**src/design/rmq_pkg.sv**
```systemverilog
// ----------------------------------------------------------------------------
// rmq_pkg - shared types and constants
// Widths, stage counts and pipeline word formats for the rotation matrix
// to quaternion converter.
// ----------------------------------------------------------------------------
`default_nettype none

package rmq_pkg;

    localparam int DataW      = 16;           // Q2.14 field width
    localparam int RootW      = 16;           // root s width
    localparam int ArgW       = 17;           // clamped root argument width
    localparam int VW         = ArgW + 14;    // argument scaled by 2^14
    localparam int MagW       = 17;           // |sum or difference|
    localparam int RemSqW     = 20;           // root remainder
    localparam int DvsW       = RootW + 1;    // divisor 2s
    localparam int QuotW      = 16;
    localparam int NumW       = DvsW + QuotW; // dividend and remainder
    localparam int SqrtBits   = 2;            // root bits per stage
    localparam int SqrtStages = RootW / SqrtBits;
    localparam int DivBits    = 2;            // quotient bits per stage
    localparam int DivStages  = QuotW / DivBits;
    localparam int QOne       = 16384;

    typedef enum logic [1:0]
    {
        SLOT_X,
        SLOT_Y,
        SLOT_Z,
        SLOT_W
    } slot_t;

    // side information riding along the pipeline
    typedef struct packed
    {
        logic [3:0][MagW-1:0] mag;
        logic [3:0]           neg;
        slot_t                diag;
        logic                 clamp;
    } side_t;

    // digit-by-digit root state
    typedef struct packed
    {
        logic [RemSqW-1:0] rem;
        logic [RootW-1:0]  root;
        logic [VW:0]       vbits;
    } sq_t;

    // restoring divider state, one lane per component
    typedef struct packed
    {
        logic [3:0][NumW-1:0]  rem;
        logic [3:0][QuotW-1:0] quot;
        logic [3:0]            ovf;
        logic [DvsW-1:0]       dvs;
        logic [RootW-1:0]      root;
    } dv_t;

endpackage

`default_nettype wire

```
**src/design/rmq_front.sv**
```systemverilog
// ----------------------------------------------------------------------------
// rmq_front - branch selection stage
// Picks the trace or diagonal branch, forms the root argument and the
// element sums and differences, and registers them.
// ----------------------------------------------------------------------------
`default_nettype none

module rmq_front
(
    input  wire logic                        clk,
    input  wire logic                        rst_n,
    input  wire logic                        en,
    input  wire logic                        in_vld,
    input  wire logic signed [15:0]          xx,
    input  wire logic signed [15:0]          xy,
    input  wire logic signed [15:0]          xz,
    input  wire logic signed [15:0]          yx,
    input  wire logic signed [15:0]          yy,
    input  wire logic signed [15:0]          yz,
    input  wire logic signed [15:0]          zx,
    input  wire logic signed [15:0]          zy,
    input  wire logic signed [15:0]          zz,
    output logic                             out_vld,
    output logic [rmq_pkg::VW-1:0]           v,
    output rmq_pkg::side_t                   side
);
    import rmq_pkg::*;

    logic                 vld_reg;
    logic [VW-1:0]        v_reg;
    side_t                side_reg;
    logic [VW-1:0]        v_next;
    side_t                side_next;

    // branch choice, argument and component sums and differences
    always_comb
    begin
        logic signed [17:0] tr;
        logic signed [18:0] arg;
        logic signed [17:0] d [4];
        logic [17:0]        m;
        logic [ArgW-1:0]    a;
        tr = 18'(xx) + 18'(yy) + 18'(zz);
        d[SLOT_X] = '0;
        d[SLOT_Y] = '0;
        d[SLOT_Z] = '0;
        d[SLOT_W] = '0;
        if (tr > 18'sd0)
        begin
            arg = 19'(tr) + 19'(QOne);
            side_next.diag = SLOT_W;
            d[SLOT_X] = 18'(zy) - 18'(yz);
            d[SLOT_Y] = 18'(xz) - 18'(zx);
            d[SLOT_Z] = 18'(yx) - 18'(xy);
        end
        else if (xx > yy && xx > zz)
        begin
            arg = 19'(xx) - 19'(yy) - 19'(zz) + 19'(QOne);
            side_next.diag = SLOT_X;
            d[SLOT_Y] = 18'(yx) + 18'(xy);
            d[SLOT_Z] = 18'(zx) + 18'(xz);
            d[SLOT_W] = 18'(zy) - 18'(yz);
        end
        else if (yy > xx && yy > zz)
        begin
            arg = 19'(yy) - 19'(xx) - 19'(zz) + 19'(QOne);
            side_next.diag = SLOT_Y;
            d[SLOT_X] = 18'(xy) + 18'(yx);
            d[SLOT_Z] = 18'(zy) + 18'(yz);
            d[SLOT_W] = 18'(xz) - 18'(zx);
        end
        else
        begin
            arg = 19'(zz) - 19'(xx) - 19'(yy) + 19'(QOne);
            side_next.diag = SLOT_Z;
            d[SLOT_X] = 18'(xz) + 18'(zx);
            d[SLOT_Y] = 18'(yz) + 18'(zy);
            d[SLOT_W] = 18'(yx) - 18'(xy);
        end
        // non-positive argument clamps to one LSB
        side_next.clamp = (arg <= 19'sd0);
        a = side_next.clamp ? ArgW'(1) : arg[ArgW-1:0];
        v_next = {a, 14'd0};
        for (int j = 0; j < 4; j++)
        begin
            m = d[j][17] ? 18'(-d[j]) : 18'(d[j]);
            side_next.mag[j] = m[MagW-1:0];
            side_next.neg[j] = d[j][17];
        end
    end

    always_ff @(posedge clk or negedge rst_n)
    begin
        if (!rst_n)
        begin
            vld_reg <= 1'b0;
        end
        else if (en)
        begin
            vld_reg <= in_vld;
        end
    end

    always_ff @(posedge clk)
    begin
        if (en && in_vld)
        begin
            v_reg    <= v_next;
            side_reg <= side_next;
        end
    end

    assign out_vld = vld_reg;
    assign v       = v_reg;
    assign side    = side_reg;

endmodule

`default_nettype wire

```
**config.mk**
```make
export PLATFORM = sky130hd
export DESIGN_NAME = rmq_front
export DESIGN_NICKNAME = d
export VERILOG_FILES = /design/src/design/rmq_pkg.sv /design/src/design/rmq_front.sv
export SDC_FILE = /design/constraint.sdc
export NUM_CORES = 1
export LEC_CHECK = 0
export ABC_CLOCK_PERIOD_IN_PS = 1400
export BUFFER_PORTS_ARGS = -buffer_cell sky130_fd_sc_hd__buf_2
export CAP_MARGIN = 20
export CORE_ASPECT_RATIO = 0.6
export CORE_MARGIN = 2
export CORE_UTILIZATION = 35
export CTS_CLUSTER_DIAMETER = 40
export CTS_CLUSTER_SIZE = 10
export DETAILED_ROUTE_END_ITERATION = 10
export PLACE_DENSITY = 0.62
export SYNTH_ARGS = -nofsm -noshare
export SYNTH_HDL_FRONTEND = slang
export SYNTH_SLANG_ARGS = --single-unit
```
**constraint.sdc**
```tcl
create_clock -name clk -period 1.4 [get_ports clk]
set_clock_uncertainty 0.1 [all_clocks]
set_input_delay 0.28 -clock clk [delete_from_list [all_inputs] [get_ports clk]]
set_output_delay 0.28 -clock clk [all_outputs]
set_load 0.01 [all_outputs]
```
# After elaboration in Yosys (flattened, before gate mapping)
# Cells that the tools add are included.
[classes]
addsub = 22
order_cmp = 6
muxes = 17
n_reduce_logical = 3
[op_table]
columns = ["operator", "n"]
rows = [
  ["2-to-1 mux 18 bit", 6],
  ["2-to-1 mux 54 bit", 2],
  ["subtractor 16 x 16 -> 17 bit", 6],
  ["adder 18 x 16 -> 19 bit (second input constant)", 4],
  ["adder 16 x 16 -> 17 bit", 4],
  ["2-to-1 mux 17 bit", 4],
  ["negation 17 bit", 4],
  ["> comparator 16 bit", 4],
  ["2-to-1 mux 19 bit", 3],
  ["subtractor 17 x 16 -> 18 bit", 3],
  ["<= comparator 19 x 1 -> 1 bit (second input constant)", 1],
  ["adder 17 x 16 -> 18 bit", 1],
  ["> comparator 18 x 1 -> 1 bit (second input constant)", 1],
  ["2-to-1 mux 2 bit", 2],
  ["logical AND 1 bit", 3],
]
[totals]
reg_bits = 93
in_bits = 148
output_inout_bits = 107
elab_cells = 57

# Depth between registers and ports, before layout
[depth]
ltp_word = 7
depth_mapped = 28
depth_no_buf = 24

# Worst setup path after synthesis
# Ideal clock, no wire load.
[synth_path]
path_type = "input port to flip-flop"
from = "input port xx[7]"
to = "register side_reg (netlist bit side[68]), data pin"
setup_time_ns = 0.260
arrival_ns = 5.468
required_ns = 1.040
slack_ns = -4.428
path_stages = 25
n_path_buf = 6
cell_sequence = "inv_1 > fa_1 > inv_1 > ha_1 > and3_1 > nand2_1 > or3_1 > o21ai_1 > a21o_1 > a21oi_1 > xor2_1 > ha_1 > nand3_1 > nor4_2 > a21o_1 > buf_2 > buf_2 > buf_2 > buf_2 > buf_2 > buf_2 > nand2_1 > ha_1 > a31oi_1 > mux2_2"
[synth_lines]
columns = ["item", "line_no", "text"]
rows = [
  ["start, declared", "rmq_front.sv:14", "input wire logic signed [15:0] xx,"],
  ["end signal, assigned", "rmq_front.sv:109", "side_reg <= side_next;"],
  ["end, declared", "rmq_front.sv:31", "side_t side_reg;"],
]

==> summary.md <==
| Metric | Value |
|---|---|
| Outcome | finished, violations left |
| Failing checks | negative setup slack |
| Top post-synthesis cells by area | ha_1, edfxtp_1, fa_1, xnor2_1, inv_1 |
| Worst-path clk slew | 0.08 ns |
| WP depth | 25 |
| Row cnt | 66 |
| Worst-Margin Slew | 1.01 ns |
| Post-synth top area share | 19.8% |
| Antenna violations before repair | 1 |
| FF+latch area | 2790 µm² |
| CP most frequent cell | a21oi_2 |
| Clock Sinks | 93 |
| HP Class | in2reg |
| Main synth FF type | edfxtp_1 |
| Synthesized flop and latch total | 93 |
| Area growth, synth to finish | 65.7% |
| Number of flops mapped to enable cells by yosys | 92 |
| Critical Path Start Type | input port |
| Remaining Overflow, GRT | 0 |
| Fin crit period | 4.82 ns |
| DRC Markers | 0 |
| Port Buf Inserts | 240 |
| H-tree depth | 3 |
| Multi-input logic area | 16600 µm² |
| Finish-stage setup viols | 93 |
| Nets | 4065 |
| Die height | approximately 180 µm |
| Total global-route track usage | 32.9% |
| Maximum vdd drop | 0.754 mV |
| Slowest cell delay on critical path | about 0.47 ns |
| Clk Tree Root Cell | clkbuf_16 |
| Setup ws final | -3.42 ns |
| Vias per std cell | 5.46 |
| Hpwl dp | a little over 80000 µm |
| Per-cell routed wire length | between 20 and 25 µm |
| Largest register FFs | 75 |
| WP buf/inv | 6 |
| Fin. Hold Viols | 0 |
| Pins Over Slew Limit | 0 |
| Netlist cell types | roughly 100 |
| TritonRoute pass-1 iters | 6 |
| Leakage power | between 15 and 20 nW |
| GPL Wtd Cong | between 1 and 1.5 |
| Fmax | around 210 MHz |
| Share of cells above drive strength 1 | a little under half |
| Worst setup startpoint | xx[1] |
| TNS Setup | -289.99 ns |
| Detailed Route WL | 95600 µm |
| Routed vias | 23263 |
| Hold Crit Depth | 2 |
| Tcrit/Tclk final | 344% |
| Crit-path slowest cell | fa_1 |
| Maximum buffer depth of the clock tree | 2 |
| CP arrival | 4.85 ns |
| CP delay by family, top | compound AO/OA/AOI/OAI gates |
| Worst r2r path cells | 1 |
| First-pass GRT wire length | 139000 µm |
| Largest net degree at the start of global routing | between 40 and 50 |
| Fillers | 4768 |
| Post-synth top cells | ha_1, inv_1, nor2_1 |
| Ports | 255 |
| Max-Cap Viols | 0 |
| PD cells | between 1000 and 1500 nW/µm² |
| Worst reg2reg startpoint | out_vld$_DFFE_PN0P_ |
| Avg Cell Area, Syn | 8.28 µm² |
| Synth warn | 0 |
| Die X | between 300 and 400 µm |
| CP max FO | 8 |
| Relative slew slack | 30.6% |
| Asr flop ratio synth | 1.08% |
| Synth area leader | ha_1 |
| Crit end category | register |
| Cell Area, Synth | approximately 19000 µm² |
| Crit Reg-Reg Endpoint | out_vld$_DFFE_PN0P_ |
| Worst setup endpoint | side[21]$_DFFE_PP_ |
| Vias in the first global route | 22289 |
| Total die area | 56300 µm² |
| Most frequent cell after synthesis | ha_1 |
| RSZ-0062 raised after global routing | yes |
| Num CTS Buffers | 9 |
| WS Path Type | in2reg |
| Worst path required time | 1.43 ns |
| Clk Latency, worst-skew pair | 0.37 ns |
| Starting Density | 35.3% |
| Flop2flop setup slack | 0.56 ns |
| Final Util | 58.4% |
| Mapped Cells | ~2300 |
| Iteration-0 DRC Markers | 2447 |
| Routed Antenna Nets | 0 |
| Core footprint | between 50000 and 60000 µm² |
| Sequential fraction of the synthesis area | 14.7% |
| CTS tree | yes |
[where the power goes]
part	internal [mW]	switching [mW]
clock	1.28	1.37
sequential	4.12	0.256
combinational	15.3	17.0
[cells in the final DEF, fill, tap and decap left out, types with 12 or more instances in the layout]
cell / count
nand2_1: 113
nand2b_1: 27
a21oi_2: 20
nand3_1: 51
o21ai_0: 81
inv_1: 197
buf_4: 1006
ha_4: 14
fa_1: 69
buf_8: 16
nor3_1: 58
a21o_1: 38
a21oi_1: 106
edfxtp_1: 92
xor2_1: 53
a31oi_1: 36
xnor2_1: 113
nand4_1: 18
a2bb2oi_1: 12
mux2i_1: 15
nor2b_1: 34
buf_12: 17
nor4_1: 16
o21ai_2: 25
nor2_1: 144
buf_6: 60
conb_1: 14
o22ai_1: 14
ha_1: 284
or3_1: 21
a211oi_1: 27
o21a_1: 38
o21bai_1: 16
o31ai_1: 20
o211ai_1: 19
and3_1: 14
buf_2: 236
inv_2: 16
[cell families after synthesis]
group                    share of synthesized area (%)
flip-flops                                        14.7
multiplexers                                      1.52
AND/OR/NAND/NOR                                   16.4
buffers and inverters                             7.19
AO/OA/AOI/OAI                                     24.5
XOR/XNOR                                          8.11
adder cells (fa/ha/maj)                           27.6
other                                           0.0197
[through the flow]
stage	hold WS [ns]	instance area, µm²	total power [mW]	setup WS [ns]	cells
after floorplan	-0.116	19500	16.9	-3.68	2308
after global placement	-0.0446	28700	30.3	-4.13	4148
after detailed placement	-0.0433	28700	30.7	-4.18	4148
after CTS	0.0520	30700	36.7	-3.47	4233
after global routing	0.0627	31500	41.0	-3.55	4261
final	0.0600	31500	39.3	-3.42	4262
[routing by layer]
| layer | track usage, % | part of all wire (%) |
|---|---|---|
| met1 | 51.6 | 49 |
| met4 | 2.63 | 0.75 |
| met3 | 9.98 | 13 |
| met5 | 0 | 0.014 |
| met2 | 44.3 | 38 |
[how the worst min path moves through the flow]
stage          startpoint             endpoint  slack [ns]
2_1_floorplan       rst_n  out_vld$_DFFE_PN0P_       -0.12
3_3_place_gp        rst_n  out_vld$_DFFE_PN0P_       -0.04
3_5_place_dp        rst_n  out_vld$_DFFE_PN0P_       -0.04
4_1_cts            in_vld  out_vld$_DFFE_PN0P_        0.05
5_1_grt            in_vld  out_vld$_DFFE_PN0P_        0.06
6_report           in_vld  out_vld$_DFFE_PN0P_        0.06
[timing repair]
| item | 4_1_cts | 5_1_grt |
|---|---|---|
| hold endpoints to repair | 1 | 0 |
| buffers inserted | 80 | 44 |
| resized for setup | 258 | 139 |
| pin swaps | 81 | 76 |
| hold buffers | 1 | 0 |
| setup endpoints to repair | 93 | 93 |
| cloned | 2 | 1 |
[area by class of cell]
type | instances | area share [%]
antenna | 1 | 0.00795
clock buffer | 9 | 0.715
clock inverter | 7 | 0.258
inverter | 220 | 2.72
multi-input combinational | 1880 | 52.7
sequential | 93 | 8.85
tap | 714 | 2.84
timing repair buffer | 1338 | 31.9
(Power assumes the default switching activity.)
