`config.mk`:
```
export PLATFORM = sky130hd
export DESIGN_NAME = rmq_sqrt
export DESIGN_NICKNAME = d
export VERILOG_FILES = /design/src/design/rmq_pkg.sv /design/src/design/rmq_sqrt.sv
export SDC_FILE = /design/constraint.sdc
export NUM_CORES = 1
export LEC_CHECK = 0
export ABC_AREA = 1
export BUFFER_PORTS_ARGS = -buffer_cell sky130_fd_sc_hd__buf_4
export CORE_MARGIN = 2
export CORE_UTILIZATION = 40
export CTS_CLUSTER_DIAMETER = 150
export CTS_CLUSTER_SIZE = 14
export DETAILED_ROUTE_END_ITERATION = 8
export PLACE_DENSITY_LB_ADDON = 0.08
export REMOVE_ABC_BUFFERS = 1
export SYNTH_ARGS = -nofsm -noshare
export SYNTH_HDL_FRONTEND = slang
export SYNTH_SLANG_ARGS = --single-unit
```
`constraint.sdc`:
```
create_clock -name clk -period 4.6 [get_ports clk]
set_input_delay 0.69 -clock clk [delete_from_list [all_inputs] [get_ports clk]]
set_output_delay 0.69 -clock clk [all_outputs]
set_load 0.02 [all_outputs]
```
`src/design/rmq_pkg.sv`:
```
// ----------------------------------------------------------------------------
// rmq_pkg - shared types and constants
// Widths, stage counts and pipeline word formats for the rotation matrix
// to quaternion converter.
// ----------------------------------------------------------------------------
`default_nettype none

package rmq_pkg;

    localparam int DataW      = 16;           // Q2.14 field width
    localparam int RootW      = 16;           // root s width
    localparam int ArgW       = 17;           // clamped root argument width
    localparam int VW         = ArgW + 14;    // argument scaled by 2^14
    localparam int MagW       = 17;           // |sum or difference|
    localparam int RemSqW     = 20;           // root remainder
    localparam int DvsW       = RootW + 1;    // divisor 2s
    localparam int QuotW      = 16;
    localparam int NumW       = DvsW + QuotW; // dividend and remainder
    localparam int SqrtBits   = 2;            // root bits per stage
    localparam int SqrtStages = RootW / SqrtBits;
    localparam int DivBits    = 2;            // quotient bits per stage
    localparam int DivStages  = QuotW / DivBits;
    localparam int QOne       = 16384;

    typedef enum logic [1:0]
    {
        SLOT_X,
        SLOT_Y,
        SLOT_Z,
        SLOT_W
    } slot_t;

    // side information riding along the pipeline
    typedef struct packed
    {
        logic [3:0][MagW-1:0] mag;
        logic [3:0]           neg;
        slot_t                diag;
        logic                 clamp;
    } side_t;

    // digit-by-digit root state
    typedef struct packed
    {
        logic [RemSqW-1:0] rem;
        logic [RootW-1:0]  root;
        logic [VW:0]       vbits;
    } sq_t;

    // restoring divider state, one lane per component
    typedef struct packed
    {
        logic [3:0][NumW-1:0]  rem;
        logic [3:0][QuotW-1:0] quot;
        logic [3:0]            ovf;
        logic [DvsW-1:0]       dvs;
        logic [RootW-1:0]      root;
    } dv_t;

endpackage

`default_nettype wire

```
`src/design/rmq_sqrt.sv`:
```
// ----------------------------------------------------------------------------
// rmq_sqrt - pipelined integer square root
// Digit-by-digit root of the scaled argument, two root bits per stage.
// ----------------------------------------------------------------------------
`default_nettype none

module rmq_sqrt
(
    input  wire logic                        clk,
    input  wire logic                        rst_n,
    input  wire logic                        en,
    input  wire logic                        in_vld,
    input  wire logic [rmq_pkg::VW-1:0]      v,
    input  wire rmq_pkg::side_t              in_side,
    output logic                             out_vld,
    output logic [rmq_pkg::RootW-1:0]        root,
    output rmq_pkg::side_t                   out_side
);
    import rmq_pkg::*;

    logic  vld_reg  [SqrtStages];
    sq_t   st_reg   [SqrtStages];
    side_t side_reg [SqrtStages];

    for (genvar k = 0; k < SqrtStages; k++)
    begin : g_stage
        logic  cur_vld;
        sq_t   cur;
        side_t cur_side;
        sq_t   nxt;

        if (k == 0)
        begin : g_first
            assign cur_vld  = in_vld;
            assign cur      = '{rem: '0, root: '0, vbits: {1'b0, v}};
            assign cur_side = in_side;
        end
        else
        begin : g_next
            assign cur_vld  = vld_reg[k-1];
            assign cur      = st_reg[k-1];
            assign cur_side = side_reg[k-1];
        end

        // two trial subtractions
        always_comb
        begin
            logic [RemSqW-1:0] r;
            logic [RootW-1:0]  q;
            logic [VW:0]       b;
            logic [RemSqW-1:0] trial;
            r = cur.rem;
            q = cur.root;
            b = cur.vbits;
            for (int j = 0; j < SqrtBits; j++)
            begin
                r = {r[RemSqW-3:0], b[VW:VW-1]};
                b = {b[VW-2:0], 2'b00};
                trial = RemSqW'({q, 2'b01});
                if (r >= trial)
                begin
                    r = r - trial;
                    q = {q[RootW-2:0], 1'b1};
                end
                else
                begin
                    q = {q[RootW-2:0], 1'b0};
                end
            end
            nxt = '{rem: r, root: q, vbits: b};
        end

        always_ff @(posedge clk or negedge rst_n)
        begin
            if (!rst_n)
            begin
                vld_reg[k] <= 1'b0;
            end
            else if (en)
            begin
                vld_reg[k] <= cur_vld;
            end
        end

        always_ff @(posedge clk)
        begin
            if (en && cur_vld)
            begin
                st_reg[k]   <= nxt;
                side_reg[k] <= cur_side;
            end
        end
    end

    assign out_vld  = vld_reg[SqrtStages-1];
    assign root     = st_reg[SqrtStages-1].root;
    assign out_side = side_reg[SqrtStages-1];

endmodule

`default_nettype wire

```
After elaboration in Yosys (flattened, before gate mapping):

Memory sizes are Yosys's and may differ from the RTL's.
Index checks and enable logic that the tools add are counted.

* $add $sub $neg: 16
* multiply operators: 0
* div/mod/pow operators: 0
* magnitude comparators: 16
* eq/ne operators: 0
* shift operators: 0
* mux-type cells: 48
* bitwise logic cells: 0
* reductions and logical operators: 8

Operator list (count)
* $ge 20x18->1: 14
* $mux 20: 8
* $mux 18: 8
* $sub 20x18->20: 7
* $sub 18x18->18: 7
* $mux 1: 32
* $ge 20x3->1: 1
* $sub 20x3->20: 1
* $logic_and 1x1->1: 8
* $sub 1x1->2 const B: 1
* $ge 1x1->1 const B: 1

* bits in registers: 8
* bits in latches: 0
* memory bits (writable): 1112
* ROM bits: 0
* input bits: 110
* output and inout bits: 92
* word-level logic and storage cells: 98
* memories kept: 2

Memories
* side_reg: words 8, bits a word 75, rd ports 8, clocked after Yosys merged registers in 0, wr ports 8, RTL line rmq_sqrt.sv:23 `side_t side_reg [SqrtStages];`
* st_reg: words 8, bits a word 64, rd ports 8, clocked after Yosys merged registers in 0, wr ports 8, RTL line rmq_sqrt.sv:22 `sq_t st_reg [SqrtStages];`

Longest topological paths before layout:

Gate-level depths: netlist (run 1).
An unclocked memory read counts as a cell.

* word-level depth: 5
* gate-level depth with buffers: 30
* mapped depth without buffers: 27

Worst setup path before layout (run 1):

OpenSTA, ideal clock, no wires.

* path type: reg-to-reg
* start: mem st_reg[1][90] (netlist name)
* end: mem st_reg[1][186] (netlist name) (data pin)
* library setup time: 0.253 ns
* arrival time: 3.427 ns
* data required time: 4.347 ns
* path slack: 0.920 ns
* stages on the path, launching flop included: 29
* path buffers: 3
* period minus slack after synthesis: 3.680 ns
* cells stage by stage: edfxtp_1 > inv_1 > ha_1 > nand3b_1 > nand2_1 > nand2_1 > nand2_2 > nand2_1 > nand2_2 > buf_2 > buf_1 > nand2_1 > nand2_1 > inv_1 > ha_1 > nand2_1 > nor2_1 > inv_1 > nor3_1 > nand4_1 > nand2_1 > inv_1 > nand2_1 > nand2_1 > nand2_1 > inv_2 > buf_4 > nand2_1 > nand2_1

RTL lines (RTL line)
* from (decl): rmq_sqrt.sv:22

==> results of run 1 <==
[cell type report]
class,count,area share (%)
diodes,1,0.005586
clock buffers,93,4.341
clock inverters,7,0.3659
inverters,401,3.419
multi-input cells,1922,23.19
flip-flops and latches,905,60.58
well taps,1276,3.564
repair buffers,257,4.536
[per-stage QoR]
step                      power (mW)  utilization (%)  TNS [ns]
final                          17.53            46.25         0
after global routing           18.33            46.25  -0.01004
after CTS                      17.81            46.23         0
after detailed placement       11.88            44.04         0
after global placement         11.87            44.04         0
after floorplan                11.16                -         0
[layout by cell type (no fill, tap or decap), drive strengths merged]
cell type | synthesis | layout
nor2 | 232 | 232
clkbuf | 8 | 93
o211ai | 5 | 5
a21oi | 140 | 140
and2 | 1 | 1
nand3b | 8 | 8
dlygate4sd3 | 0 | 1
o21a | 8 | 8
a31o | 1 | 1
mux2i | 1 | 1
ha | 148 | 148
nand4 | 47 | 47
o22ai | 1 | 1
xor2 | 76 | 76
diode | 0 | 1
nand2 | 810 | 810
nor3 | 31 | 31
nand3 | 197 | 197
inv | 398 | 398
o21bai | 12 | 12
a21o | 3 | 3
edfxtp | 897 | 897
o2111ai | 1 | 1
or2 | 12 | 12
xnor2 | 33 | 33
a21boi | 4 | 4
o21ai | 142 | 142
dfrtp | 8 | 8
a211oi | 1 | 1
buf | 18 | 256
clkinv | 3 | 8
a31oi | 6 | 6
nor4 | 2 | 2
clkinvlp | 0 | 2
[worst paths after layout]
kind / from / endpoint / slack [ns] / cells past startpoint
setup / recovery: st_reg[1][101]$_DFFE_PP_ / st_reg[1][173]$_DFFE_PP_ / 0.30 / 20
min in group asynchronous: rst_n / out_vld$_DFFE_PN0P_ / 0.39 / 2
hold reg to reg: side_reg[1][218]$_DFFE_PP_ / side_reg[1][293]$_DFFE_PP_ / 0.40 / 0
hold / removal: v[20] / st_reg[0][20]$_DFFE_PP_ / 0.20 / 1
setup reg to reg: st_reg[1][101]$_DFFE_PP_ / st_reg[1][173]$_DFFE_PP_ / 0.30 / 20
max in group asynchronous: rst_n / g_stage[7].cur_vld$_DFFE_PN0P_ / 4.07 / 2
[layer usage]
metal	global-route usage (%)	share of wire (%)	vias to the layer above
met3	3.789	4.9	127
met1	26.86	48	11460
met2	29.63	46	495
met5	0	0.073	-
met4	4.267	1.9	12
li1	-	-	11790
[repair_timing]
action / in CTS / in global routing
endpoints found under the hold margin: 8 / 0
hold buffers: 1 / 0
setup endpoints to repair: 0 / 20
gates resized for setup: 0 / 6
[report_power, final]
group          leakage [nW]  internal [mW]  total [mW]  switching [mW]
clock                  1.01           3.00        5.85            2.85
sequential             8.24           9.65        9.84           0.190
combinational          8.51          0.577        1.84            1.26
total                  17.8           13.2        17.5            4.30
[cell families after synthesis]
| family | count (synthesis) | share of synthesized area, % |
|---|---|---|
| compound gates | 324 | 4.485 |
| xor+xnor | 109 | 2.436 |
| fa+ha+maj | 148 | 4.725 |
| buf+inv | 427 | 4.297 |
| flops | 905 | 69.23 |
| mux | 1 | 0.02554 |
| simple gates | 1340 | 14.80 |
==> results.cfg, run 1 <==
[status]
outcome = completed

[placed_design]
hpwlAfterDp_um = 69410
place.port_buffers = 201
pre_cts_slack_ns = 0.2468
dp.cells = 4760
gp_congestion = 0.9187
placed_area_mm2 = 0.04266

[yosys]
synth-edff-count = 897
syn-instance-count = 3254
avgSynthCellArea_um2 = 12.05
yosysMostFrequentCell = edfxtp_1
ys_warn_count = 0
synth_cell_types = 51
synth-seq-cells = 905
synthDominantCellAreaShare_pct = 68.72
synthFlopType = edfxtp_1
async_flop_share_pct = 0.8840
yosysSeqAreaShare_pct = 69.23
synthTopCellsByArea = edfxtp_1, nand2_1, ha_1
yosysTopAreaCell = edfxtp_1
synth_commonest_cells = edfxtp_1, nand2_1, inv_1
syn_area_mm2 = 0.03920

[layout]
nets = 3819
regArea_mm2 = 0.02714
multi_input_area_mm2 = 0.01039
num-fill-cells = 8820
design_area_mm2 = 0.04479
area_delta_synth_final_pct = 14.29
drive_above_1_share_pct = 12.33
stdcell_count = 4862
largest_reg_flops = 600

[clock_network]
clock_tree.root_cell = clkbuf_16
numClockSinks = 905
cts_tree = yes
cts.path.max_buffers = 3
path_clk_slew_ns = 0.08
cts_max_level = 3
cts_buffers = 74
insertion_delay_ns = 0.66
post_cts_buffers = 0

[routing]
vias = 23880
drt_iter0_drc = 1848
viasPerCell = 4.911
drt.antenna.violating_nets = 0
totalWireLength_um = 93680
drtPass1Iterations = 6
wl_per_cell_um = 19.27
drc = 0

[setup_path]
slowest_stage = edfxtp_1
cpMostUsedCell = a21oi_1
crit_path_start_kind = register
crit_path_end_kind = register
cp_max_fo = 11
cpLargestDelayFamily = compound AO/OA/AOI/OAI gates
worst-setup-path-type = register to register
crit_arrival_ns = 4.68
required_ns = 4.98
path_cells = inv_1 -> ha_1 -> a21oi_1 -> a21oi_1 -> nor2_2 -> nand2_4 -> buf_4 -> o21ai_0 -> inv_1 -> ha_1 -> a21oi_1 -> inv_1 -> a21oi_1 -> nand2_1 -> nor3_1 -> buf_4 -> nand2_1 -> buf_4 -> nand2_1 -> o21ai_1
path_buf_inv = 6
critPathMaxStageDelay_ns = 0.47

[global_route]
grtUsageTotal_pct = 18.79
antenna_found_initial = 7
grt_pass1_wl_um = 142500
grt_max_degree = 85
grt-ovfl-total = 0
grt_pass1_vias = 23860

[timing]
worst_pin_slew_ns = 0.9687
setup_slack_ns = 0.3038
min_period_ns = 4.296
fin_crit_sh_pct = 93.39
finClkSkew_ns = 0.05464
relSlewSlack_pct = 35.42
setup_viol = 0
drv_slew = 0
finalHoldViolations = 0
fmax_ghz = 0.2328
whs_ns = 0.1960

[worst_hold_path]
hp-class = input port to register

[floorplan]
start_util_pct = 40.47
die_w_um = 317.0
core_area_mm2 = 0.09685
rows = 114
fp.dieH_um = 317.0
io_pins = 202
dieArea_mm2 = 0.1005

[power_and_ir_drop]
vdd_drop_max_uv = 316.0
power.density_mw_per_mm2 = 391.5
p_leak_nw = 17.76

[flow_run]
drv_cap = 0
No activity file was read; power rests on OpenSTA's default activity.
==> inputs of run 2 (changes only) <==
- CORE_MARGIN: 2 -> unset
==> results.cfg, run 2 (synthesis results as in run 1) <==
[status]
outcome = complete, but fails checks
violations = DRC

[floorplan]
core_area_mm2 = 0.09685
dieArea_mm2 = 0.09924
die_w_um = 315.0
io_pins = 202
fp.dieH_um = 315.0
rows = 114
start_util_pct = 40.47

[setup_path]
reg2reg_from = st_reg[1][90]$_DFFE_PP_
critPathMaxStageDelay_ns = 0.47
required_ns = 4.98
cp_max_fo = 22
crit_path_end_kind = register
worst-setup-path-type = register to register
crit_arrival_ns = 4.65
cpMostUsedCell = nand2_1
path_buf_inv = 6
crit_path_start_kind = register
cpLargestDelayFamily = simple AND/OR/NAND/NOR gates
crit_start = st_reg[1][90]$_DFFE_PP_
slowest_stage = edfxtp_1

[timing]
rsz0062_at_grt = no
fin_crit_sh_pct = 92.93
setup_slack_ns = 0.3250
min_period_ns = 4.275
finalSetupTns_ns = 0
whs_ns = 0.2191
drv_slew = 0
fmax_ghz = 0.2339
worst_pin_slew_ns = 1.057
finClkSkew_ns = 0.02629
finalHoldViolations = 0
setup_viol = 0
relSlewSlack_pct = 29.53

[clock_network]
insertion_delay_ns = 0.65
cts_buffers = 74
cts_max_level = 3
path_clk_slew_ns = 0.07
cts_tree = yes
clock_tree.root_cell = clkbuf_16
cts.path.max_buffers = 3
numClockSinks = 905

[routing]
wl_per_cell_um = 19.25
drt_iter0_drc = 1716
drt.antenna.violating_nets = 0
viasPerCell = 4.921
drtPass1Iterations = 7
vias = 23960
totalWireLength_um = 93720
drc = 12

[layout]
drive_above_1_share_pct = 12.58
nets = 3825
final_cell_mix = edfxtp_1, nand2_1, inv_1
largest_reg_flops = 600
final_common_cell = edfxtp_1
design_area_mm2 = 0.04488
fin_util_pct = 46.34
stdcell_count = 4869
area_delta_synth_final_pct = 14.51

[global_route]
grt_pass1_wl_um = 141100
grt_max_degree = 74
grtUsageTotal_pct = 18.88
grt-ovfl-total = 0
grt_pass1_vias = 23700
antenna_found_initial = 6

[placed_design]
place.port_buffers = 201
hpwlAfterDp_um = 68920
gp_congestion = 0.8926
placed_area_mm2 = 0.04273
pre_cts_slack_ns = 0.03292
dp.cells = 4765

[power_and_ir_drop]
vdd_drop_max_uv = 245.1
p_leak_nw = 17.81
total_power_mw = 17.57
power.density_mw_per_mm2 = 391.4

[worst_hold_path]
min-delay-start = in_side[71]
hp-class = input port to register

[flow_run]
drv_cap = 0
==> run 2: cell count changes in the layout (fill, tap and decap cells not counted), moves of 2 or more <==
cell	delta
a21oi_1	-2
a21oi_2	+2
buf_12	+3
buf_4	+3
==> run 2: final cells by class <==
type	instances	area [um2]
Sequential cell	905	27140
Multi-Input combinational cell	1922	10400
Antenna cell	1	2.502
Clock inverter	6	122.6
Clock buffer	95	1973
Tap cell	1276	1597
Inverter	401	1533
Timing Repair Buffer	263	2115
Fill cell	8785	51970
==> run 2: routing by layer <==
layer	wire [um]	global-route usage, %	part of all wire, %	vias to the layer above
li1	-	-	-	11790
met1	44420	26.88	47	11510
met2	42440	29.46	45	532
met3	4610	3.276	4.9	125
met4	2210	5.726	2.4	6
met5	41	0	0.044	-
==> run 2: worst paths after layout <==
check	to	slack [ns]	cells past startpoint
max	st_reg[1][181]$_DFFE_PP_	0.33	26
min	side_reg[0][71]$_DFFE_PP_	0.22	1
max reg2reg	st_reg[1][181]$_DFFE_PP_	0.33	26
min reg2reg	side_reg[1][90]$_DFFE_PP_	0.40	0
max in group asynchronous	g_stage[7].cur_vld$_DFFE_PN0P_	4.06	2
min in group asynchronous	g_stage[6].cur_vld$_DFFE_PN0P_	0.40	2
==> run 2: what timing repair did <==
action                                 4_1_cts  5_1_grt
setup buffers                                0        1
gates resized for setup                      1       10
setup endpoints to repair                    1       17
hold buffers                                 1        0
endpoints found under the hold margin        8        0
==> run 2: where the power goes <==
part,internal (mW),switching [mW]
Clock,3.02,2.85
Sequential,9.66,0.185
Combinational,0.589,1.27
Total,13.3,4.30
==> run 2: worst reg2reg max path: cells and delay by family, from the launching register on <==
family	cells	cell delay, ns
AND/OR/NAND/NOR	14	1.39
flip-flops	1	0.47
AO/OA/AOI/OAI	4	0.75
adder cells (fa/ha/maj)	2	0.60
buffers and inverters	6	0.78
